<file path="src/rtl/length_prefixed_record_store_core_macros.svh">
// assertion macros for the length-prefixed record store core
// no dependencies; taken in by files that carry concurrent checks
`ifndef LENGTH_PREFIXED_RECORD_STORE_CORE_MACROS_SVH
`define LENGTH_PREFIXED_RECORD_STORE_CORE_MACROS_SVH
`ifndef NO_ASSERTIONS
`define LPRS_ASSERT_IMP(label, clk, rst, ante, cons, msg) \
   label: assert property (@(posedge clk) disable iff (rst) (ante) |-> (cons)) \
      else $error(msg);
`define LPRS_ASSERT_NXT(label, clk, rst, ante, cons, msg) \
   label: assert property (@(posedge clk) disable iff (rst) (ante) |=> (cons)) \
      else $error(msg);
`else
`define LPRS_ASSERT_IMP(label, clk, rst, ante, cons, msg)
`define LPRS_ASSERT_NXT(label, clk, rst, ante, cons, msg)
`endif
`endif

</file>
<file path="src/rtl/lprs_pkg.sv">
// shared types, command and status codes for the record store core
// no dependencies
package lprs_pkg;

   localparam int STORE_BYTES = 1024;
   localparam int ADDR_W      = $clog2(STORE_BYTES);
   // a walk pointer can step one full record past the last header
   localparam int PTR_W       = $clog2(STORE_BYTES + 258);
   localparam int HDR_SIZE    = 2;

   localparam logic [7:0] MARK_ERASED = 8'hFF;
   localparam logic [7:0] MARK_LIVE   = 8'h00;

   localparam logic [2:0] CMD_CLEAR        = 3'd0;
   localparam logic [2:0] CMD_APPEND_BEGIN = 3'd1;
   localparam logic [2:0] CMD_APPEND_BYTE  = 3'd2;
   localparam logic [2:0] CMD_NEXT         = 3'd3;
   localparam logic [2:0] CMD_PREV         = 3'd4;
   localparam logic [2:0] CMD_GET_NTH      = 3'd5;
   localparam logic [2:0] CMD_READ_BYTE    = 3'd6;
   localparam logic [2:0] CMD_WRITE_BYTE   = 3'd7;

   localparam logic [1:0] STATUS_OK        = 2'd0;
   localparam logic [1:0] STATUS_FULL      = 2'd1;
   localparam logic [1:0] STATUS_NOT_FOUND = 2'd2;

   typedef struct packed {
      logic [2:0]        cmd;
      logic [7:0]        record_length;
      logic [7:0]        data_byte;
      logic [ADDR_W-1:0] live_rank;
      logic [ADDR_W-1:0] byte_address;
   } req_type;

   typedef struct packed {
      logic [1:0]        status;
      logic [ADDR_W-1:0] record_offset;
      logic [7:0]        record_length_out;
      logic [7:0]        read_data;
   } rsp_type;

   typedef struct packed {
      logic              we;
      logic [ADDR_W-1:0] waddr;
      logic [7:0]        wdata;
      logic [ADDR_W-1:0] raddr_a;
      logic [ADDR_W-1:0] raddr_b;
      logic              clr_hdr;
   } mem_req_type;

endpackage

</file>
<file path="src/rtl/lprs_walk_ctrl.sv">
// command sequencer: walks the header chain, runs appends and raw access
// drives the byte store through mem_req_type; uses lprs_pkg
module lprs_walk_ctrl (
   input  logic                  clock,
   input  logic                  reset,
   input  logic                  req_valid,
   output logic                  req_stall,
   input  lprs_pkg::req_type     req_payload,
   output logic                  res_valid,
   input  logic                  res_ready,
   output lprs_pkg::rsp_type     res,
   output lprs_pkg::mem_req_type mem_req,
   input  logic [7:0]            rd_a,
   input  logic [7:0]            rd_b
);
   import lprs_pkg::*;

   localparam logic [2:0] S_IDLE   = 3'd0;
   localparam logic [2:0] S_HDR    = 3'd1;
   localparam logic [2:0] S_EVAL   = 3'd2;
   localparam logic [2:0] S_LEN_RD = 3'd3;
   localparam logic [2:0] S_LEN_EV = 3'd4;
   localparam logic [2:0] S_RAW    = 3'd5;
   localparam logic [2:0] S_FIN    = 3'd6;
   localparam logic [2:0] S_DONE   = 3'd7;

   logic [2:0]        state_ff, state_in;
   logic [2:0]        cmd_ff, cmd_in;
   logic [7:0]        len_ff, len_in;
   logic [ADDR_W-1:0] nth_ff, nth_in;
   logic [PTR_W-1:0]  p_ff, p_in;
   logic [ADDR_W-1:0] last_ff, last_in;
   logic [ADDR_W-1:0] cursor_ff, cursor_in;
   logic              first_seen_ff, first_seen_in;
   logic              skip_ff, skip_in;
   logic              init_ff, init_in;
   logic [ADDR_W-1:0] app_base_ff, app_base_in;
   logic [7:0]        app_total_ff, app_total_in;
   logic [7:0]        app_count_ff, app_count_in;
   logic              app_active_ff, app_active_in;
   logic [1:0]        fin_ff, fin_in;
   rsp_type           res_ff, res_in;

   logic              accept;
   logic              in_range;
   logic              is_rec;
   logic              is_live;
   logic [PTR_W-1:0]  nxt;
   logic              no_fit;
   logic [ADDR_W-1:0] tail;

   assign accept    = req_valid && (state_ff == S_IDLE);
   assign req_stall = state_ff != S_IDLE;
   assign res_valid = state_ff == S_DONE;
   assign res       = res_ff;

   assign in_range = ({1'b0, p_ff} + (PTR_W+1)'(HDR_SIZE)) <= (PTR_W+1)'(STORE_BYTES);
   assign is_rec   = in_range && (rd_a != 8'h00);
   assign is_live  = rd_b != MARK_ERASED;
   assign nxt      = p_ff + PTR_W'(rd_a) + PTR_W'(HDR_SIZE);
   assign no_fit   = ({2'b00, p_ff} + (PTR_W+2)'(len_ff) + (PTR_W+2)'(2 * HDR_SIZE))
                     > (PTR_W+2)'(STORE_BYTES);
   // first byte past the payload, where the terminator goes
   assign tail     = app_base_ff + ADDR_W'(app_total_ff) + ADDR_W'(HDR_SIZE);

   always_comb begin
      state_in      = state_ff;
      cmd_in        = cmd_ff;
      len_in        = len_ff;
      nth_in        = nth_ff;
      p_in          = p_ff;
      last_in       = last_ff;
      cursor_in     = cursor_ff;
      first_seen_in = first_seen_ff;
      skip_in       = skip_ff;
      init_in       = init_ff;
      app_base_in   = app_base_ff;
      app_total_in  = app_total_ff;
      app_count_in  = app_count_ff;
      app_active_in = app_active_ff;
      fin_in        = fin_ff;
      res_in        = res_ff;

      mem_req         = '0;
      mem_req.raddr_a = p_ff[ADDR_W-1:0];
      mem_req.raddr_b = p_ff[ADDR_W-1:0] + ADDR_W'(1);

      case (state_ff)
         S_IDLE: begin
            if (accept) begin
               cmd_in  = req_payload.cmd;
               len_in  = req_payload.record_length;
               nth_in  = req_payload.live_rank;
               res_in  = '0;
               p_in    = '0;
               last_in = '0;
               skip_in = 1'b0;
               init_in = 1'b0;
               case (req_payload.cmd)
                  CMD_CLEAR: begin
                     mem_req.clr_hdr = 1'b1;
                     app_active_in   = 1'b0;
                     state_in        = S_DONE;
                  end
                  CMD_APPEND_BEGIN: begin
                     state_in = S_HDR;
                  end
                  CMD_APPEND_BYTE: begin
                     state_in = S_DONE;
                     if (app_active_ff) begin
                        mem_req.we    = 1'b1;
                        mem_req.waddr = app_base_ff + ADDR_W'(app_count_ff)
                                        + ADDR_W'(HDR_SIZE);
                        mem_req.wdata = req_payload.data_byte;
                        app_count_in  = app_count_ff + 8'd1;
                        res_in.record_offset     = app_base_ff;
                        res_in.record_length_out = app_total_ff;
                        if (({1'b0, app_count_ff} + 9'd1) >= {1'b0, app_total_ff}) begin
                           fin_in   = '0;
                           state_in = S_FIN;
                        end
                     end
                  end
                  CMD_NEXT: begin
                     if (!first_seen_ff) begin
                        cursor_in = '0;
                        init_in   = 1'b1;
                        state_in  = S_LEN_RD;
                     end else begin
                        p_in     = PTR_W'(cursor_ff);
                        skip_in  = 1'b1;
                        state_in = S_HDR;
                     end
                  end
                  CMD_PREV: begin
                     state_in = (cursor_ff == '0) ? S_LEN_RD : S_HDR;
                  end
                  CMD_GET_NTH: begin
                     state_in = S_HDR;
                  end
                  CMD_READ_BYTE: begin
                     mem_req.raddr_a = req_payload.byte_address;
                     state_in        = S_RAW;
                  end
                  default: begin
                     mem_req.we    = 1'b1;
                     mem_req.waddr = req_payload.byte_address;
                     mem_req.wdata = req_payload.data_byte;
                     state_in      = S_DONE;
                  end
               endcase
            end
         end
         S_HDR: begin
            state_in = S_EVAL;
         end
         S_EVAL: begin
            state_in = S_HDR;
            case (cmd_ff)
               CMD_APPEND_BEGIN: begin
                  if (is_rec) begin
                     p_in = nxt;
                  end else begin
                     res_in.record_offset     = p_ff[ADDR_W-1:0];
                     res_in.record_length_out = len_ff;
                     state_in                 = S_DONE;
                     if (no_fit) begin
                        res_in.status = STATUS_FULL;
                        app_active_in = 1'b0;
                     end else begin
                        app_base_in   = p_ff[ADDR_W-1:0];
                        app_total_in  = len_ff;
                        app_count_in  = '0;
                        app_active_in = 1'b1;
                        if (len_ff == 8'h00) begin
                           fin_in   = '0;
                           state_in = S_FIN;
                        end
                     end
                  end
               end
               CMD_NEXT: begin
                  if (skip_ff) begin
                     skip_in = 1'b0;
                     p_in    = nxt;
                  end else if (!is_rec) begin
                     cursor_in = '0;
                     state_in  = S_LEN_RD;
                  end else if (is_live) begin
                     cursor_in = p_ff[ADDR_W-1:0];
                     state_in  = S_LEN_RD;
                  end else begin
                     p_in = nxt;
                  end
               end
               CMD_PREV: begin
                  if (is_rec && (p_ff < PTR_W'(cursor_ff))) begin
                     if (is_live) begin
                        last_in = p_ff[ADDR_W-1:0];
                     end
                     p_in = nxt;
                  end else begin
                     cursor_in = last_ff;
                     state_in  = S_LEN_RD;
                  end
               end
               default: begin
                  // get nth: count down over live records
                  if (!is_rec) begin
                     res_in.status = STATUS_NOT_FOUND;
                     state_in      = S_DONE;
                  end else if (is_live && nth_ff == '0) begin
                     res_in.record_offset     = p_ff[ADDR_W-1:0];
                     res_in.record_length_out = rd_a;
                     state_in                 = S_DONE;
                  end else begin
                     if (is_live) begin
                        nth_in = nth_ff - ADDR_W'(1);
                     end
                     p_in = nxt;
                  end
               end
            endcase
         end
         S_LEN_RD: begin
            mem_req.raddr_a = cursor_ff;
            state_in        = S_LEN_EV;
         end
         S_LEN_EV: begin
            res_in.record_offset     = cursor_ff;
            res_in.record_length_out = rd_a;
            if (init_ff) begin
               first_seen_in = rd_a != 8'h00;
            end
            state_in = S_DONE;
         end
         S_RAW: begin
            res_in.read_data = rd_a;
            state_in         = S_DONE;
         end
         S_FIN: begin
            // terminator first, header last
            mem_req.we = 1'b1;
            fin_in     = fin_ff + 2'd1;
            case (fin_ff)
               2'd0: begin
                  mem_req.waddr = tail;
                  mem_req.wdata = 8'h00;
               end
               2'd1: begin
                  mem_req.waddr = tail + ADDR_W'(1);
                  mem_req.wdata = MARK_LIVE;
               end
               2'd2: begin
                  mem_req.waddr = app_base_ff;
                  mem_req.wdata = app_total_ff;
               end
               default: begin
                  mem_req.waddr = app_base_ff + ADDR_W'(1);
                  mem_req.wdata = MARK_LIVE;
                  app_active_in = 1'b0;
                  state_in      = S_DONE;
               end
            endcase
         end
         default: begin
            if (res_ready) begin
               state_in = S_IDLE;
            end
         end
      endcase
   end

   always_ff @(posedge clock) begin
      if (reset) begin
         state_ff      <= S_IDLE;
         cursor_ff     <= '0;
         first_seen_ff <= 1'b0;
         app_base_ff   <= '0;
         app_total_ff  <= '0;
         app_count_ff  <= '0;
         app_active_ff <= 1'b0;
         skip_ff       <= 1'b0;
         init_ff       <= 1'b0;
         fin_ff        <= '0;
      end else begin
         state_ff      <= state_in;
         cursor_ff     <= cursor_in;
         first_seen_ff <= first_seen_in;
         app_base_ff   <= app_base_in;
         app_total_ff  <= app_total_in;
         app_count_ff  <= app_count_in;
         app_active_ff <= app_active_in;
         skip_ff       <= skip_in;
         init_ff       <= init_in;
         fin_ff        <= fin_in;
      end
   end

   always_ff @(posedge clock) begin
      cmd_ff  <= cmd_in;
      len_ff  <= len_in;
      nth_ff  <= nth_in;
      p_ff    <= p_in;
      last_ff <= last_in;
      res_ff  <= res_in;
   end

endmodule

</file>
<file path="config.mk">
export PLATFORM = sky130hd
export DESIGN_NAME = lprs_walk_ctrl
export DESIGN_NICKNAME = d
export VERILOG_FILES = /design/src/rtl/length_prefixed_record_store_core_macros.svh /design/src/rtl/lprs_pkg.sv /design/src/rtl/lprs_walk_ctrl.sv
export SDC_FILE = /design/constraint.sdc
export NUM_CORES = 1
export LEC_CHECK = 0
export ABC_AREA = 0
export BUFFER_PORTS_ARGS = -buffer_cell sky130_fd_sc_hd__clkbuf_2
export CAP_MARGIN = 20
export CORE_MARGIN = 5
export CORE_UTILIZATION = 40
export DETAILED_ROUTE_END_ITERATION = 16
export MAX_ROUTING_LAYER = met4
export SLEW_MARGIN = 20
export SYNTH_ARGS = -nofsm -noshare
export SYNTH_HDL_FRONTEND = slang
export SYNTH_SLANG_ARGS = --single-unit
</file>
<file path="constraint.sdc">
create_clock -name clock -period 7.3 [get_ports clock]
set_input_delay 0.73 -clock clock [delete_from_list [all_inputs] [get_ports clock]]
set_output_delay 0.73 -clock clock [all_outputs]
set_load 0.05 [all_outputs]
</file>
==> summary.txt, run 1 <==
Critical path
  – Crit Path Category: flip-flop to output pin
  – Crit. End Element: output pin
  – Crit path launch type: flip-flop
  – CP Launch Point: app_base_ff[1]$_SDFFE_PP0P_
  – CP required: 6.57 ns
  – CP Max Fanout: 10
  – Crit path DAT: 4.15 ns
  – FF-to-FF path depth: 9
  – R2R Path Start: p_ff[2]$_DFFE_PP_

Layout
  – Multi-input logic area: 5590 µm²
  – Inserted Diodes: 0
  – Nets: 1294
  – Fill count: 2187
  – Sequential cell area: 3000 µm²
  – Share of post-route cells with drive strength above 1: 0.167
  – Area grow syn2layout: 15.5%

Logic synthesis
  – Share of synthesized registers carrying an async set or reset: 0
  – Mapped cell area: 9140 µm²
  – Distinct cell type count after synthesis: 79
  – Synthesis-stage register bit count: 115
  – Seq/Total Area, Yosys: 0.329
  – EDFF count, synth: 70
  – Cells after Synth: 1038
  – Syn_nets: 1192
  – Top_reg_cell synth: edfxtp_1
  – Syn_area_per_cell: 8.80 µm²
  – Synthesis Warnings: 0

Global route
  – Via count of the first global-routing pass: 8063
  – GRT Total Usage: 0.246
  – Grt total ovfl: 0
  – Global-route wire length before repair: 48100 µm
  – Pin count of the biggest net entering global routing: 48
  – Initial antenna violation count: 0

Clock network
  – CTS Buf Count: 17
  – Worst-skew pair later-pin latency: 0.43 ns
  – Root Buffer: clkbuf_16
  – CTS clk-pin slew, worst paths: 0.06 ns
  – CTS Buffer Depth: 2
  – Clock Sinks: 115
  – Post-CTS Setup Inserts: 0
  – CTS H-Tree Depth: 4
  – CTS tree: done
  – CTS resizes: 0
  – Hold-fix buffers, CTS: 0

Floorplan
  – Initial Util: 0.405
  – Cell Rows: 55
  – Die height: 161 µm
  – Core ar.: 22600 µm²
  – Die X: 161 µm
  – IO Count: 129
  – Die area: 26000 µm²

Timing
  – Slew Viols, Final: 0
  – Maximum clock frequency: 0.205 GHz
  – Final clock skew: 0.00981 ns
  – Worst-margin pin slew: 1.11 ns
  – Post-route setup TNS: 0 ns
  – Fin crit share: 0.669
  – Final min period: 4.88 ns
  – Setup violators final: 0
  – Endpoints failing hold: 0
  – Slew HR: 0.257
  – Final worst-path setup slack: 2.42 ns
  – RSZ-0062 raised after global routing: false

Run status
  – Status: completed

Place
  – Place WS: 2.86 ns
  – Gpl congestion: 0.965
  – Port-buffer cells: 128
  – DP HPWL: 24000 µm

Drt
  – Pre-antenna DRT Iters: 6
  – Vias per cell: 6.10
  – Initial drt markers: 1106
  – Drt drc: 0
  – Total wire length: 32000 µm
  – DR WL/cell: 22.3 µm
  – Post-route ant nets: 0
  – Via count: 8768

Hold path
  – Worst Hold Depth: 1
  – HP Class: input pin to flip-flop
  – Worst hold start: req_payload[30]

Flow run
  – Max_cap viols: 0

Pwr
  – Pwr dens: 406 nW/µm²
  – Worst VDD drop: 0.320 mV
  – Leakage power: 4.51 nW
kinds of logic after synthesis:
group / after synthesis / synth area share
compound gates: 289 / 0.225
xor+xnor: 46 / 0.0441
fa+ha+maj: 95 / 0.133
buf+inv: 132 / 0.0616
flops: 115 / 0.329
mux: 26 / 0.0286
simple gates: 335 / 0.179
layer usage:
metal,vias to the layer above,GRT usage,part of all wire
li1,4097,-,-
met1,4142,0.347,0.46
met2,470,0.366,0.44
met3,59,0.0401,0.077
met4,0,0.0706,0.025
met5,-,-,0
power breakdown:
| group | switching, W | internal [W] |
|---|---|---|
| logic | 0.00156 | 0.000658 |
| registers | 0.000273 | 0.000964 |
| clock network | 0.000328 | 0.000504 |
| total | 0.00216 | 0.00213 |
cell usage in the layout (no fill, tap or decap), types with 12 or more instances in the layout:
cell type / count
nand3_1: 27
buf_4: 14
nor2b_1: 13
nor4_1: 12
a22oi_1: 28
a21oi_1: 44
a211oi_1: 24
nand2_1: 96
dfxtp_1: 45
o21ai_0: 55
edfxtp_1: 70
ha_1: 91
clkbuf_16: 17
xor2_1: 17
and3_1: 27
xnor2_1: 29
inv_1: 72
clkbuf_2: 128
nor2_1: 87
nor3_1: 16
a31oi_1: 14
a21o_1: 12
mux2i_1: 25
a221o_1: 12
worst max-delay path, stage by stage (launching register included):
cell and delay (ns):
dfxtp_1 0.39, inv_1 0.12, ha_1 0.29, inv_1 0.04, ha_1 0.24, fa_1 0.48
xor2_1 0.24, nand2_1 0.10, o32ai_1 0.28, nand2_1 0.28, or4b_2 0.70, a21oi_1 0.18
a211o_1 0.14, clkbuf_2 0.27
flip-flops by register name, summed over array words and instances, names as in the netlist:
register	count
nth_ff	10
first_seen_ff	1
app_active_ff	1
app_total_ff	8
skip_ff	1
cursor_ff	10
cmd_ff	3
last_ff	10
app_count_ff	8
len_ff	8
res	28
p_ff	11
state_ff	3
app_base_ff	10
init_ff	1
fin_ff	2
synthesized netlist by cell type (all sizes together), types with 4 or more instances:
cell,number,area [µm²]
nor2,87,327
nor3b,6,45.0
xnor2,29,254
dfxtp,45,901
and3,28,176
nor3,18,90.1
mux2i,25,250
nand2,96,360
inv,73,274
nand3b,5,37.5
nor2b,14,90.1
a221o,12,120
nand2b,8,50.1
buf,11,81.3
nand3,27,135
a41oi,8,77.6
a311oi,8,76.3
a2111oi,5,50.0
o211ai,8,60.1
nor4,12,75.1
a31oi,14,87.6
a211o,4,35.0
clkbuf,47,198
fa,4,80.1
a22o,10,87.6
xor2,17,149
ha,91,1140
nand4,10,62.6
or3,8,50.1
o21ai,55,275
a222oi,9,90.1
edfxtp,70,2100
or4,4,30.0
a21o,12,90.1
o22ai,10,62.6
o21a,5,37.5
a21oi,44,220
a22oi,28,210
a211oi,24,180
path summary, 6_finish.rpt:
kind / to / slack, ns
min reg2reg: init_ff$_SDFFE_PP0P_ / 0.53
max: mem_req[36] / 2.42
min: len_ff[2]$_DFFE_PP_ / 0.48
max reg2reg: nth_ff[8]$_DFFE_PP_ / 2.86
final cells by class:
class	count	share of cell area
Clock buffer	17	0.0403
Clock inverter	15	0.0152
Inverter	73	0.0260
Multi-Input combinational cell	791	0.530
Sequential cell	115	0.284
Tap cell	285	0.0338
Timing Repair Buffer	142	0.0706
through the flow:
step / power (W) / cells / instance area, µm² / hold slack (ns) / util
3_3_place_gp: 0.00342 / 1406 / 9970 / 0.486 / 0.442
6_report: 0.00429 / 1438 / 10600 / 0.476 / 0.468
2_1_floorplan: 0.00278 / 1038 / 9140 / 0.448 / -
5_1_grt: 0.00451 / 1438 / 10600 / 0.462 / 0.468
4_1_cts: 0.00426 / 1438 / 10600 / 0.462 / 0.468
3_5_place_dp: 0.00342 / 1406 / 9970 / 0.506 / 0.442
Note: power is estimated with default switching activity, not from simulation.
==> run 2: changes to the inputs <==
- clock period: 7.3 -> 5.05 ns (I/O delays scaled with it)
==> run 2 against run 1 <==
  * Count of clock-buffer cells in the layout increased by 1
  * Flip-flop and latch count unchanged
  * Cell area up 1.2%
  * Die area unchanged
  * Register-to-register slack worse by 1.8 ns
  * Total power is 46% higher
  * Largest cell class unchanged
  * Sequential power up 42%
  * Combinational power rose by 45%
  * Clock power grew 51%
  * Critical endpoint unchanged
  * Highest routed layer unchanged
==> summary.txt, run 2 (synthesized netlist as in run 1, its figures left out) <==
Run status
  – Status: completed

Layout
  – Inserted Diodes: 0
  – Most frequent cells in the layout: clkbuf_2 (128), nand2_1 (96), ha_1 (91)
  – Max reg flops: 28
  – Nets: 1307
  – Layout Utilization: 0.473
  – Area grow syn2layout: 16.9%
  – Most common cell after layout, fill and taps aside: clkbuf_2
  – Share of post-route cells with drive strength above 1: 0.176

Timing
  – Hold Slack: 0.248 ns
  – Final min period: 4.54 ns
  – Maximum clock frequency: 0.220 GHz
  – RSZ-0062 raised after global routing: false
  – Post-route setup TNS: 0 ns
  – Fin crit share: 0.900
  – Slew Viols, Final: 0
  – Setup violators final: 0
  – Endpoints failing hold: 0
  – Worst-margin pin slew: 1.13 ns
  – Final clock skew: 0.0108 ns
  – Slew HR: 0.244

Floorplan
  – Die area: 26000 µm²
  – Die height: 161 µm
  – Initial Util: 0.405
  – IO Count: 129
  – Die X: 161 µm
  – Cell Rows: 55
  – Core ar.: 22600 µm²

Drt
  – Via count: 8746
  – Pre-antenna DRT Iters: 5
  – Drt drc: 0
  – DR WL/cell: 21.6 µm
  – Post-route ant nets: 0
  – Vias per cell: 6.03
  – Initial drt markers: 961
  – Total wire length: 31300 µm

Place
  – Port-buffer cells: 128
  – DP HPWL: 23400 µm
  – Gpl congestion: 0.901

Critical path
  – Flop2flop setup slack: 1.07 ns
  – Crit path DAT: 4.04 ns
  – Crit path launch type: flip-flop
  – Crit Path Category: flip-flop to output pin
  – CP Max Fanout: 5
  – FF-to-FF path depth: 14
  – R2R Path End: app_base_ff[7]$_SDFFE_PP0P_
  – R2R Path Start: p_ff[1]$_DFFE_PP_
  – CP required: 4.55 ns
  – Crit. End Element: output pin

Global route
  – Initial antenna violation count: 0
  – Global-route wire length before repair: 48500 µm
  – Grt total ovfl: 0
  – Via count of the first global-routing pass: 8334
  – Pin count of the biggest net entering global routing: 48
  – GRT Total Usage: 0.246

Hold path
  – Endpoint, Worst Hold: len_ff[3]$_DFFE_PP_
  – HP Class: input pin to flip-flop
  – Worst Hold Depth: 1
  – Worst hold start: req_payload[31]

Clock network
  – CTS resizes: 0
  – Clock Sinks: 115
  – CTS tree: done
  – CTS H-Tree Depth: 4
  – CTS Buffer Depth: 2
  – Root Buffer: clkbuf_16
  – CTS clk-pin slew, worst paths: 0.06 ns
  – CTS Buf Count: 17
  – Hold-fix buffers, CTS: 0
  – Post-CTS Setup Inserts: 0
  – Worst-skew pair later-pin latency: 0.43 ns

Pwr
  – Worst VDD drop: 0.412 mV
  – Design Power: 0.00625 W
  – Pwr dens: 585 nW/µm²
  – Leakage power: 4.60 nW

Flow run
  – Max_cap viols: 0
## run 2: metal layers
layer,GRT usage,share of wire
met3,0.0357,0.081
met4,0.0826,0.028
met2,0.370,0.45
met1,0.341,0.44
met5,-,0
## run 2: layout make-up
type | instances | area [µm²]
timing repair buffer | 155 | 843
inverter | 73 | 274
tap | 285 | 357
clock buffer | 18 | 450
multi-input combinational | 791 | 5590
clock inverter | 14 | 161
fill | 2216 | 11900
sequential | 115 | 3000
## run 2: worst max path at each step
stage | from | to | depth (start not counted)
3_5_place_dp | app_base_ff[1]$_SDFFE_PP0P_ | mem_req[36] | 13
5_1_grt | app_base_ff[1]$_SDFFE_PP0P_ | mem_req[36] | 13
3_3_place_gp | app_base_ff[1]$_SDFFE_PP0P_ | mem_req[36] | 13
6_report | app_base_ff[1]$_SDFFE_PP0P_ | mem_req[36] | 13
2_1_floorplan | app_base_ff[1]$_SDFFE_PP0P_ | mem_req[35] | 13
4_1_cts | app_base_ff[1]$_SDFFE_PP0P_ | mem_req[36] | 13
## run 2: critical path, cell delays in order, from the launching register on
cell      delay, ns
dfxtp_1        0.37
inv_1          0.09
ha_1           0.28
inv_1          0.04
ha_1           0.23
fa_1           0.47
a211oi_1       0.30
nor3b_1        0.12
nor2b_1        0.29
a31oi_1        0.18
or4b_2         0.68
a21oi_1        0.17
a211o_1        0.14
clkbuf_2       0.27
## run 2: through the flow
step / cells / setup slack, ns / area [µm²]
2_1_floorplan: 1038 / 0.984 / 9140
3_3_place_gp: 1419 / 1.02 / 10100
3_5_place_dp: 1419 / 0.959 / 10100
4_1_cts: 1451 / 0.501 / 10700
5_1_grt: 1451 / 0.136 / 10700
6_report: 1451 / 0.505 / 10700
## run 2: report_power, final
group | switching (W) | internal, W
sequential | 0.000371 | 0.00139
combinational | 0.00225 | 0.000981
clock | 0.000491 | 0.000770
==> run 3: changes to the inputs <==
- CORE_ASPECT_RATIO: not set -> 0.75
- HOLD_SLACK_MARGIN: not set -> 0.12
- clock period: 5.05 -> 3.7 ns (I/O delays scaled with it)
==> run 3 against run 2 <==
  * The run now ends with setup timing left
  * Final cell count increased by 6.1%
  * First-iteration DRC count increased by 15%
  * Cell area increased by 10%
  * Count of clock-buffer cells in the layout unchanged
  * Combinational power increased by 56%
  * Sequential share of layout area decreased by 2.6 points
  * Utilization increased by 5.6 points
  * Flip-flop and latch count unchanged
  * Total power increased by 41%
  * Largest cell class unchanged
==> summary.txt, run 3 (synthesized netlist as in run 1, its figures left out) <==
Clock network
  – CTS clk-pin slew, worst paths: 0.06 ns
  – CTS tree: done
  – CTS Buf Count: 17
  – Root Buffer: clkbuf_16
  – CTS H-Tree Depth: 4
  – Worst-skew pair later-pin latency: 0.43 ns
  – CTS Buffer Depth: 2
  – Clock Sinks: 115

Global route
  – Initial antenna violation count: 0
  – GRT Total Usage: 0.266
  – Global-route wire length before repair: 51800 µm
  – Pin count of the biggest net entering global routing: 48
  – Grt total ovfl: 0
  – Via count of the first global-routing pass: 8553

Floorplan
  – IO Count: 129
  – Cell Rows: 47
  – Initial Util: 0.410
  – Die height: 141 µm
  – Die X: 185 µm
  – Core ar.: 22300 µm²
  – Die area: 26000 µm²

Pwr
  – Sw Ratio: 0.510
  – Sequential share of power: 0.249
  – Internal Pwr Total: 0.00433 W
  – Worst VDD drop: 0.698 mV
  – Net switching power: 0.00451 W
  – Part of the power in the clock network: 0.179
  – Leakage power: 5.05 nW
  – Pwr dens: 750 nW/µm²
  – Design Power: 0.00884 W
  – Comb pwr share: 0.571

Timing
  – Setup violators final: 23
  – Slew Viols, Final: 0
  – Worst-margin pin slew: 1.12 ns
  – Maximum clock frequency: 0.258 GHz
  – Fin crit share: 1.05
  – Slew HR: 0.257
  – Final worst-path setup slack: -0.180 ns
  – RSZ-0062 raised after global routing: true
  – Final clock skew: 0.0225 ns
  – Final min period: 3.88 ns
  – Endpoints failing hold: 0

Critical path
  – Largest stage delay on the critical path: 0.33 ns
  – CP required: 3.33 ns
  – Crit Path Category: flip-flop to output pin
  – Crit. End Element: output pin
  – CP most frequent cell: buf_4
  – R2R Path End: app_total_ff[1]$_SDFFE_PP0P_
  – Flop2flop setup slack: -0.07 ns
  – Crit path DAT: 3.51 ns
  – FF-to-FF path depth: 14
  – R2R Path Start: p_ff[1]$_DFFE_PP_
  – Crit path launch type: flip-flop
  – Crit-path cells: inv_2 -> ha_4 -> inv_2 -> ha_4 -> buf_4 -> buf_4 -> a211oi_1 -> o21ai_1 -> nor4b_4 -> o21bai_2 -> buf_6 -> buf_4 -> nor2_4 -> nor2_1 -> a211oi_2 -> o211ai_1 -> clkbuf_8
  – Critical path's slowest cell: dfxtp_2
  – CP Max Fanout: 4

Layout
  – Inserted Diodes: 0
  – Most common cell after layout, fill and taps aside: clkbuf_2
  – Area grow syn2layout: 29.1%
  – Nets: 1387
  – Share of post-route cells with drive strength above 1: 0.267
  – Max reg flops: 28
  – Most frequent cells in the layout: clkbuf_2 (117), nand2_1 (95), buf_4 (93)

Run status
  – Status: finished with violations
  – Failing checks: setup timing

Drt
  – Via count: 9327
  – Pre-antenna DRT Iters: 8
  – Vias per cell: 6.06
  – Initial drt markers: 1104
  – Total wire length: 34900 µm
  – Drt drc: 0
  – DR WL/cell: 22.7 µm
  – Post-route ant nets: 0

Place
  – Place WS: -0.109 ns
  – Port-buffer cells: 128
  – DP HPWL: 25300 µm
  – Gpl congestion: 0.961

Hold path
  – Endpoint, Worst Hold: len_ff[2]$_DFFE_PP_
  – HP Class: input pin to flip-flop
  – Worst Hold Depth: 1
  – Worst hold start: req_payload[30]

Flow run
  – Max_cap viols: 0
-- run 3: cell count changes in the layout (fill, tap and decap cells not counted), sizes merged --
| cell | delta |
|---|---|
| dlygate4sd3 | +7 |
| clkinv | +1 |
| bufinv | -2 |
| clkinvlp | +3 |
| buf | +81 |
| inv | -2 |
| clkbuf | -8 |
-- run 3: how the worst max path moves through the flow --
stage	to	slack [ns]	from
after CTS	mem_req[35]	-0.21	app_base_ff[1]$_SDFFE_PP0P_
final	mem_req[37]	-0.18	app_base_ff[1]$_SDFFE_PP0P_
after global routing	mem_req[37]	-0.26	app_base_ff[1]$_SDFFE_PP0P_
after global placement	mem_req[35]	-0.03	app_total_ff[1]$_SDFFE_PP0P_
after detailed placement	mem_req[35]	-0.11	app_base_ff[1]$_SDFFE_PP0P_
after floorplan	mem_req[37]	0.009	app_base_ff[1]$_SDFFE_PP0P_
-- run 3: metrics by stage --
step | instances | area [µm²] | utilization | hold WS (ns) | TNS [ns]
2_1_floorplan | 1038 | 9150 | - | 0.448 | 0
3_3_place_gp | 1477 | 10600 | 0.475 | 0.461 | -0.0317
3_5_place_dp | 1477 | 10600 | 0.475 | 0.470 | -0.132
4_1_cts | 1531 | 11500 | 0.518 | 0.131 | -0.510
5_1_grt | 1540 | 11800 | 0.529 | 0.138 | -5.40
6_report | 1540 | 11800 | 0.529 | 0.146 | -1.49
-- run 3: final cells by class --
class | count | area, µm²
repair buffers | 235 | 1660
inverters | 73 | 274
clock inverters | 14 | 123
flip-flops and latches | 115 | 3010
multi-input cells | 791 | 5940
well taps | 294 | 368
clock buffers | 18 | 429
fillers | 2047 | 10500
-- run 3: repair_timing --
action | 4_1_cts | 5_1_grt
gates resized for setup | 47 | 49
gates cloned | 2 | 1
setup endpoints to repair | 16 | 34
pin swaps | 27 | 28
buffers inserted | 13 | 10
endpoints found under the hold margin | 7 | 0
hold buffers | 7 | 0
-- run 3: power by group through the flow --
stage | clock (W) | sequential, W | combinational, W
after detailed placement | 0 | 0.00222 | 0.00479
after global placement | 0 | 0.00222 | 0.00478
after CTS | 0.00161 | 0.00220 | 0.00488
after global routing | 0.00166 | 0.00225 | 0.00536
after floorplan | 0 | 0.00262 | 0.00286
final | 0.00159 | 0.00221 | 0.00505
-- run 3: per-layer routing --
metal	up-vias	track usage	wire length, µm
li1	4303	-	-
met1	4434	0.392	15600
met2	528	0.369	14500
met3	62	0.0659	4110
met4	0	0.0537	688
met5	-	-	0
-- run 3: worst max-delay path: cells and delay by family, from the launching register on --
kind	cells	cell delay, ns
compound gates	5	1.01
fa+ha+maj	2	0.41
buf+inv	7	0.82
flops	1	0.33
simple gates	3	0.53
